**config.mk**
```make
export PLATFORM = sky130hd
export DESIGN_NAME = srmb_ctrl
export DESIGN_NICKNAME = d
export VERILOG_FILES = /design/src/rtl/srmb_pkg.sv /design/src/rtl/srmb_ctrl.sv
export SDC_FILE = /design/constraint.sdc
export NUM_CORES = 1
export LEC_CHECK = 0
export BUFFER_PORTS_ARGS = -buffer_cell sky130_fd_sc_hd__buf_2
export CORE_AREA = 2 2 57 59
export CTS_BUF_LIST = sky130_fd_sc_hd__clkbuf_8
export DETAILED_ROUTE_END_ITERATION = 10
export DIE_AREA = 0 0 59 61
export HOLD_SLACK_MARGIN = 0.02
export PLACE_DENSITY = 0.53
export SLEW_MARGIN = 20
export SYNTH_ARGS = -nofsm -noshare
export SYNTH_HDL_FRONTEND = slang
export SYNTH_SLANG_ARGS = --single-unit
```
**constraint.sdc**
```tcl
create_clock -name clk -period 3.49 [get_ports clk]
set_input_delay 0.698 -clock clk [delete_from_list [all_inputs] [get_ports clk]]
set_output_delay 0.698 -clock clk [all_outputs]
set_load 0.05 [all_outputs]
```
**src/rtl/srmb_pkg.sv**
```systemverilog
// shared types, constants and table for the slice ring mesh builder
`timescale 1ns / 1ps
package srmb_pkg;
  localparam int CW = 32;
  localparam int NF = 14;
  localparam int NW = 16;

  typedef logic signed [CW-1:0] coord_t;
  typedef struct packed {
    coord_t x;
    coord_t y;
    coord_t z;
  } point_t;

  // controller to datapath commands
  typedef struct packed {
    logic       load_pt;
    logic       commit;
    logic       norm_start;
    logic [2:0] tri_idx;
    logic [1:0] corner;
  } dp_cmd_t;

  // datapath to controller status
  typedef struct packed {
    logic norm_done;
  } dp_stat_t;

  // vertex refs: ring*4 + corner, three corners then base, e1 end, e2 end
  localparam logic [2:0] TRI_TAB [8][6] = '{
    '{3'd0, 3'd4, 3'd3, 3'd0, 3'd4, 3'd3}, '{3'd3, 3'd4, 3'd7, 3'd4, 3'd7, 3'd3},
    '{3'd3, 3'd7, 3'd2, 3'd3, 3'd7, 3'd2}, '{3'd2, 3'd7, 3'd6, 3'd7, 3'd6, 3'd2},
    '{3'd2, 3'd6, 3'd1, 3'd2, 3'd6, 3'd1}, '{3'd1, 3'd6, 3'd5, 3'd6, 3'd5, 3'd1},
    '{3'd1, 3'd5, 3'd0, 3'd1, 3'd5, 3'd0}, '{3'd0, 3'd5, 3'd4, 3'd5, 3'd4, 3'd0}
  };

  function automatic logic [2:0] tri_ref(input logic [2:0] t, input logic [2:0] k);
    return (k > 3'd5) ? TRI_TAB[t][3'd5] : TRI_TAB[t][k];
  endfunction
endpackage

```
**src/rtl/srmb_ctrl.sv**
```systemverilog
// sequencer: point counting, normal start and vertex emission
`timescale 1ns / 1ps
module srmb_ctrl (
  input  logic               clk,
  input  logic               rst_n,
  input  logic               in_fire,
  input  logic               start_of_mesh,
  input  logic               out_fire,
  input  srmb_pkg::dp_stat_t stat,
  output srmb_pkg::dp_cmd_t  cmd,
  output logic [2:0]         pidx,
  output logic               in_ready,
  output logic               out_valid
);
  typedef enum logic [3:0] {
    C_IN   = 4'b0001,
    C_NORM = 4'b0010,
    C_WAIT = 4'b0100,
    C_EMIT = 4'b1000
  } cst_t;

  cst_t st_r, st_nxt;
  logic [2:0] pis_r, pis_nxt;
  logic       hp_r, hp_nxt;
  logic [2:0] tri_r, tri_nxt;
  logic [1:0] cor_r, cor_nxt;

  assign pidx = start_of_mesh ? 3'd0 : pis_r;
  assign in_ready = (st_r == C_IN);
  assign out_valid = (st_r == C_EMIT);

  always_comb begin
    st_nxt = st_r;
    pis_nxt = pis_r;
    hp_nxt = hp_r;
    tri_nxt = tri_r;
    cor_nxt = cor_r;
    cmd = '0;
    cmd.tri_idx = tri_r;
    cmd.corner = cor_r;
    case (st_r)
      C_IN: if (in_fire) begin
        cmd.load_pt = 1'b1;
        if (pidx == 3'd4) begin
          pis_nxt = 3'd0;
          if (hp_r) begin
            st_nxt = C_NORM;
            tri_nxt = 3'd0;
            cor_nxt = 2'd0;
          end else begin
            hp_nxt = 1'b1;
            st_nxt = C_NORM;
            tri_nxt = 3'd7;
            cor_nxt = 2'd3;
          end
        end else begin
          pis_nxt = pidx + 3'd1;
          if (start_of_mesh) hp_nxt = 1'b0;
        end
      end
      C_NORM: begin
        if (cor_r == 2'd3) begin
          // first slice: only commit
          cmd.commit = 1'b1;
          st_nxt = C_IN;
        end else begin
          cmd.norm_start = 1'b1;
          st_nxt = C_WAIT;
        end
      end
      C_WAIT: if (stat.norm_done) st_nxt = C_EMIT;
      C_EMIT: if (out_fire) begin
        if (cor_r == 2'd2) begin
          cor_nxt = 2'd0;
          tri_nxt = tri_r + 3'd1;
          if (tri_r == 3'd7) begin
            cmd.commit = 1'b1;
            st_nxt = C_IN;
          end else st_nxt = C_NORM;
        end else cor_nxt = cor_r + 2'd1;
      end
      default: st_nxt = C_IN;
    endcase
  end

  always_ff @(posedge clk) begin
    if (!rst_n) begin
      st_r <= C_IN;
      pis_r <= '0;
      hp_r <= 1'b0;
      tri_r <= '0;
      cor_r <= '0;
    end else begin
      st_r <= st_nxt;
      pis_r <= pis_nxt;
      hp_r <= hp_nxt;
      tri_r <= tri_nxt;
      cor_r <= cor_nxt;
    end
  end
endmodule
```
### Word-level counts from Yosys, hierarchy flattened

Cells that the tools add are included.

| word-level totals | value |
|---|---|
| word-level logic and storage cells | 61 |
| output and inout port bits | 13 |
| bits of input ports | 6 |
| bits in registers | 13 |

| operators by class | value |
|---|---|
| reductions and logical operators | 7 |
| $add $sub $neg | 3 |
| equality and inequality tests | 13 |
| mux-type cells | 33 |

Operator list:

| operator | count |
|---|---|
| 2-to-1 mux 3 bit | 8 |
| 2-to-1 mux 4 bit | 5 |
| case mux 4 bit (4 select lines) | 1 |
| 2-to-1 mux 2 bit | 6 |
| 2-to-1 mux 1 bit | 10 |
| AND reduction 5 bit | 2 |
| adder 3 x 1 -> 3 bit, second input constant | 2 |
| == test 3 bit, second input constant | 2 |
| inequality test 2 bit, second input constant | 3 |
| case mux 3 bit (2 select lines) | 1 |
| == test 2 bit, second input constant | 2 |
| == test 4 x 1 -> 1 bit, second input constant | 1 |
| == test 4 x 2 -> 1 bit, second input constant | 1 |
| == test 4 x 3 -> 1 bit, second input constant | 1 |
| == test 4 bit, second input constant | 1 |
| inequality test 2 x 1 -> 1 bit, second input constant | 2 |
| case mux 2 bit (2 select lines) | 1 |
| AND reduction 4 bit | 1 |
| nonzero test 2 bit | 2 |
| AND reduction 3 bit | 1 |
| adder 2 x 1 -> 2 bit, second input constant | 1 |
| case mux 1 bit (2 select lines) | 1 |
| AND reduction 2 bit | 1 |

### Longest topological paths before layout

Gate-level depths: netlist of the first run.

| depth | value |
|---|---|
| word-level depth | 5 |
| mapped depth | 8 |
| gate-level depth less buffers | 6 |

### Worst setup path after synthesis of the first run

Ideal clock, no wire load.

| timing | value |
|---|---|
| kind | register to output |
| start point | reg st_r[0] |
| end point | out cmd[6] in the netlist's numbering |
| arrival | 2,478 ps |
| path slack | 314 ps |
| buffers on the path | 1 |
| stages on the path, launching flop included | 6 |
| cells stage by stage | dfxtp_1 or4b_1 buf_2 clkinv_2 nand4b_1 a21boi_0 |

RTL lines:

| what | line | source |
|---|---|---|
| from (decl) | srmb_ctrl.sv:22 | `cst_t st_r, st_nxt;` |
| from (signal assigned) | srmb_ctrl.sv:94 | `st_r <= st_nxt;` |
| to (decl) | srmb_ctrl.sv:10 | `output srmb_pkg::dp_cmd_t cmd,` |

==> flow_summary.toml, run 1 <==
[cells_and_area]
final_common_cell = "buf_2"
final_area_sq_um = 1011
antenna_cells = 0
synthToLayoutAreaGrowth_pct = 16.26
final_nets = 133
final_layout_size_suffix_gt1_share_pct = 23.77
stdcell_count = 155
mostFrequentLayoutCells = "buf_2, dfxtp_1, nand2_1"

[critical_path]
endpoint_kind = "output pin"
cp.required_ns = 2.79
worst-path-buf-inv = 2
path_delay_family = "simple AND/OR/NAND/NOR gates"
path_cells = "or4b_1 > clkinv_2 > nand4b_1 > a21boi_0 > buf_2"
start_kind = "register"
slowest_delay_ns = 0.63
arrival_ns = 2.11
startpoint = "st_r[3]$_SDFFE_PN0P_"
rrSetupSlack_ns = 1.41
reg2reg_from = "st_r[3]$_SDFFE_PN0P_"
worst-path-max-fanout = 10
slowest_stage = "or4b_1"
worstSetupPathType = "register to output pin"

[yosys]
yosysUniqueCellTypes = 42
synth_top_area_share_pct = 29.93
synth_seq_area_share_pct = 29.93
synth-seq-cells = 13
yosysWarnings = 0
yosysTopAreaCell = "dfxtp_1"
synth_area_leaders = "dfxtp_1, ha_1, a21oi_1"
syn-instance-count = 104
syn-num-nets = 114
syn_area_sq_um = 869.6
syn_area_per_cell_sq_um = 8.361

[sta]
fmaxAchievable_mhz = 356.8
period_share_pct = 80.32
fin_crit_ns = 2.803
rsz0062_at_grt = "false"
hold_viol_final = 0
setup-tns-final_ns = 0
slew-limit-headroom_pct = 61.81
fin_skew_ns = 0.001650
finalWorstSetupSlack_ns = 0.6870
finalSetupViolations = 0
maxSlewViolCount = 0
holdWs_ns = 0.4629
worstMarginPinSlew_ns = 0.5649

[pwr]
seq_power_share_pct = 34.0
power.internal_uw = 304.0
ir_drop_mv = 0.1843
p_comb_share_pct = 39.9
leakagePower_nw = 0.4621
sw_frac_of_total_pct = 40.83
power_density_nw_per_um2 = 508.1
p_sw_uw = 209.7
clkPwrFrac_pct = 26.1

[detailed_routing]
vias_per_cell = 5.445
vias = 844
routedWlPerCell_um = 13.46
antenna_left = 0
drtIter0Drc = 23
drc = 0
first_pass_iters = 4
finalWirelength_mm = 2.086

[clocking]
post_cts_resized = 0
clock_path_buffers = 2
numCtsBuffers = 3
cts_htree_levels = 1
cts_sinks = 13
clkTransAtPathRegs_ns = 0.06
tritoncts = "built"
cts-root-buf = "clkbuf_8"
clk_latency_ns = 0.25
ctsHoldBuffers = 0
cts_setup_buffers = 0

[run_status]
status = "complete, no violations"

[placed_design]
dp.cells = 151
place_hpwl_mm = 1.615
dpl-instance-area_sq_um = 965.9
numPortBuffers = 18
routabilityCongestion = 0.8265
place_ws_ns = 0.9736

[grt]
grt_pass1_vias = 803
antenna_found_initial = 0
grt.overflow.total = 0
grt_usage_pct = 13.07
grt_pass1_wl_mm = 3.477
grt_max_degree = 11

[floorplanning]
die_y_um = 61
initial_core_util_pct = 29.45
die-area_sq_um = 3599
io_pins = 19
die_x_um = 59
core_sq_um = 2953
rows = 20

[min_path]
min_from = "pis_r[1]$_SDFFE_PN0P_"
hold_path_class = "register to register"

[job]
maxCapViolations = 0
-- metal layers --
layer / global-route usage (%) / part of all wire (%) / vias to the layer above
met5: 0 / 0 / -
met4: 8.766 / 2.3 / 0
met3: 2.345 / 4.6 / 5
met2: 22.06 / 47 / 23
met1: 15.13 / 46 / 396
li1: - / - / 420
-- metrics by stage --
step	utilization, %	power (mW)
floorplan	-	0.3504
global placement	32.71	0.3826
detailed placement	32.71	0.3824
CTS	34.24	0.5202
global route	34.24	0.5454
finish	34.24	0.5137
-- sequential cells by signal (all words and copies together) (netlist names) --
signal	cells
cor_r	2
tri_r	3
st_r	4
hp_r	1
pis_r	3
-- tightest hold or removal path: cells and delay by family (launching register included) --
family / cells / cell delay, ns
compound gates: 1 / 0.06
flops: 1 / 0.30
simple gates: 1 / 0.05
-- kinds of logic after synthesis --
kind of cell / after synthesis / synth area share (%)
mux: 1 / 1.151
simple gates: 43 / 29.50
fa+ha+maj: 4 / 5.756
buf+inv: 12 / 7.625
xor+xnor: 1 / 1.007
compound gates: 30 / 25.04
flops: 13 / 29.93
-- Yosys cell counts --
| library cell | instances |
|---|---|
| dfxtp_1 | 13 |
| nand2_1 | 9 |
| a21oi_1 | 8 |
| nor2_1 | 8 |
| o21ai_0 | 8 |
| inv_1 | 5 |
| nor3_1 | 5 |
| ha_1 | 4 |
| nand4b_1 | 3 |
| a2111o_1 | 2 |
| a211oi_1 | 2 |
| buf_6 | 2 |
| clkinv_1 | 2 |
| nand2b_1 | 2 |
| nand3_1 | 2 |
| nor3b_1 | 2 |
| o211a_1 | 2 |
| a2111oi_0 | 1 |
| a2111oi_2 | 1 |
| a21boi_0 | 1 |
| a22oi_1 | 1 |
| a31oi_1 | 1 |
| and2b_2 | 1 |
| and3_1 | 1 |
| and3_2 | 1 |
| and3b_1 | 1 |
| buf_2 | 1 |
| buf_4 | 1 |
| clkinv_2 | 1 |
| mux2i_1 | 1 |
| nand3b_1 | 1 |
| nor2b_1 | 1 |
| nor3_2 | 1 |
| nor4_1 | 1 |
| nor4b_1 | 1 |
| o21a_1 | 1 |
| o22ai_4 | 1 |
| o31ai_1 | 1 |
| or4b_1 | 1 |
| or4b_2 | 1 |
| or4b_4 | 1 |
| xor2_1 | 1 |
-- layout make-up --
| type | count | area [sq um] |
|---|---|---|
| fillers | 330 | 1942 |
| clock inverters | 1 | 3.754 |
| inverters | 8 | 31.28 |
| multi-input cells | 79 | 543.0 |
| clock buffers | 3 | 41.29 |
| repair buffers | 18 | 90.09 |
| flip-flops and latches | 13 | 260.3 |
| well taps | 33 | 41.29 |
-- path summary, 6_finish.rpt --
check	endpoint	cells after the start
worst max register to register	cor_r[1]$_SDFFE_PN0P_	5
worst min-delay path	pis_r[1]$_SDFFE_PN0P_	2
worst min register to register	pis_r[1]$_SDFFE_PN0P_	2
worst max-delay path	cmd[6]	5
-- power by group through the flow --
| stage | registers [mW] | logic [mW] | clock network [mW] |
|---|---|---|---|
| floorplan | 0.175 | 0.175 | 0 |
| CTS | 0.174 | 0.206 | 0.140 |
| detailed placement | 0.177 | 0.205 | 0 |
| finish | 0.175 | 0.205 | 0.134 |
| global placement | 0.175 | 0.207 | 0 |
| global route | 0.177 | 0.222 | 0.146 |
No activity file was read; power rests on OpenSTA's default activity.
==> inputs of run 2 (changes only) <==
==> constraint.sdc (replaced) <==
create_clock -name clk -period 2.8 [get_ports clk]
set_input_delay 0.56 -clock clk [delete_from_list [all_inputs] [get_ports clk]]
set_output_delay 0.56 -clock clk [all_outputs]
set_load 0.05 [all_outputs]
==> run 2 against run 1 <==
Sequential share of layout area is the same. Via count grew 4.1%. Register-to-register slack lost 0.66 ns. Total power grew 24%. Non-clock buffer count is the same. Cell count is the same. Clock skew grew 0.00089 ns. Worst hold slack lost 0.012 ns. Routed wire length grew 1.9%. Critical path type unchanged.
==> flow_summary.toml, run 2 (synthesized netlist as in run 1, its figures left out) <==
[floorplanning]
initial_core_util_pct = 29.45
die-area_sq_um = 3599
core_sq_um = 2953
rows = 20
io_pins = 19
die_x_um = 59
die_y_um = 61

[pwr]
ir_drop_mv = 0.2018
clkPwrFrac_pct = 25.5
leakagePower_nw = 0.4622
sw_frac_of_total_pct = 40.42
p_sw_uw = 256.9
power.internal_uw = 378.6
power_density_nw_per_um2 = 628.6
p_comb_share_pct = 40.4
seq_power_share_pct = 34.1

[clocking]
cts-root-buf = "clkbuf_8"
clk_latency_ns = 0.24
cts_htree_levels = 1
cts_sinks = 13
clkTransAtPathRegs_ns = 0.06
numCtsBuffers = 3
post_cts_resized = 0
clock_path_buffers = 2
ctsHoldBuffers = 0
tritoncts = "built"
cts_setup_buffers = 0

[grt]
grt_usage_pct = 13.56
grt.overflow.total = 0
grt_use_met1_pct = 15.90
antenna_found_initial = 0
grtUsageMet2_pct = 24.44
gr-usage-met3_pct = 2.345
grt_pass1_vias = 834
grt_pass1_wl_mm = 3.705
busiest_layer = "met2"
grt_max_degree = 11

[detailed_routing]
drc = 0
vias = 879
drtIter0Drc = 31
routedWlPerCell_um = 13.71
finalWirelength_mm = 2.125
antenna_left = 0
vias_per_cell = 5.671
first_pass_iters = 5

[critical_path]
start_kind = "register"
worstSetupPathType = "register to output pin"
cp.required_ns = 2.24
arrival_ns = 2.08
endpoint_kind = "output pin"
rrSetupSlack_ns = 0.75
worst-path-max-fanout = 10

[cells_and_area]
largest_reg_flops = 4
layout.core_utilization_pct = 34.24
synthToLayoutAreaGrowth_pct = 16.26
antenna_cells = 0
stdcell_count = 155
top_register = "st_r"
final_area_sq_um = 1011
final_nets = 133
mostFrequentLayoutCells = "buf_2, dfxtp_1, nand2_1"
reg_top3 = "st_r x4, pis_r x3, tri_r x3"
final_common_cell = "buf_2"
final_layout_size_suffix_gt1_share_pct = 23.77

[placed_design]
place_ws_ns = 0.4454
dpl-instance-area_sq_um = 965.9
dp.cells = 151
routabilityCongestion = 0.8258
place_hpwl_mm = 1.662
numPortBuffers = 18

[job]
maxCapViolations = 0

[sta]
fmaxAchievable_mhz = 379.0
fin_crit_ns = 2.639
slew-limit-headroom_pct = 62.34
hold_viol_final = 0
maxSlewViolCount = 0
finalSetupViolations = 0
period_share_pct = 94.24
worstMarginPinSlew_ns = 0.5570
rsz0062_at_grt = "false"
setup-tns-final_ns = 0
finalWorstSetupSlack_ns = 0.1613
fin_skew_ns = 0.002544

[run_status]
status = "complete, no violations"

[min_path]
hold_path_class = "register to register"
## run 2: cell count changes in the layout (fill, tap and decap cells not counted)
cell      change
a21boi_0      -1
a21boi_1      +1
## run 2: area by class of cell
class / instances / area (sq um)
Tap cell: 33 / 41.29
Fill cell: 324 / 1942
Multi-Input combinational cell: 79 / 543.0
Sequential cell: 13 / 260.3
Clock inverter: 1 / 3.754
Clock buffer: 3 / 41.29
Inverter: 8 / 31.28
Timing Repair Buffer: 18 / 90.09
## run 2: path summary, 6_finish.rpt
check                         from  depth (start not counted)                    end
max           st_r[3]$_SDFFE_PN0P_                          5                 cmd[6]
min          pis_r[0]$_SDFFE_PN0P_                          2  pis_r[0]$_SDFFE_PN0P_
max reg2reg   st_r[3]$_SDFFE_PN0P_                          5  cor_r[1]$_SDFFE_PN0P_
min reg2reg  pis_r[0]$_SDFFE_PN0P_                          2  pis_r[0]$_SDFFE_PN0P_
## run 2: power by group through the flow
| stage | Sequential, mW | Combinational (mW) | Clock (mW) |
|---|---|---|---|
| floorplan | 0.218 | 0.218 | 0 |
| global placement | 0.219 | 0.258 | 0 |
| detailed placement | 0.221 | 0.258 | 0 |
| CTS | 0.217 | 0.259 | 0.166 |
| global route | 0.221 | 0.284 | 0.180 |
| finish | 0.217 | 0.257 | 0.162 |
## run 2: critical path: stages (launching register included)
cell      delay, ns
dfxtp_1        0.49
or4b_1         0.64
clkinv_2       0.18
nand4b_1       0.11
a21boi_1       0.15
buf_2          0.28
## run 2: routing by layer
| metal | wire, um | vias up |
|---|---|---|
| met5 | 0 | - |
| met4 | 55 | 0 |
| met3 | 109 | 12 |
| met2 | 1050 | 43 |
| met1 | 909 | 400 |
| li1 | - | 424 |
## run 2: metrics by stage
stage	total power, mW	hold slack [ns]
floorplan	0.4367	0.4324
global route	0.6845	0.4826
detailed placement	0.4782	0.4471
finish	0.6355	0.4507
global placement	0.4769	0.4446
CTS	0.6414	0.4551
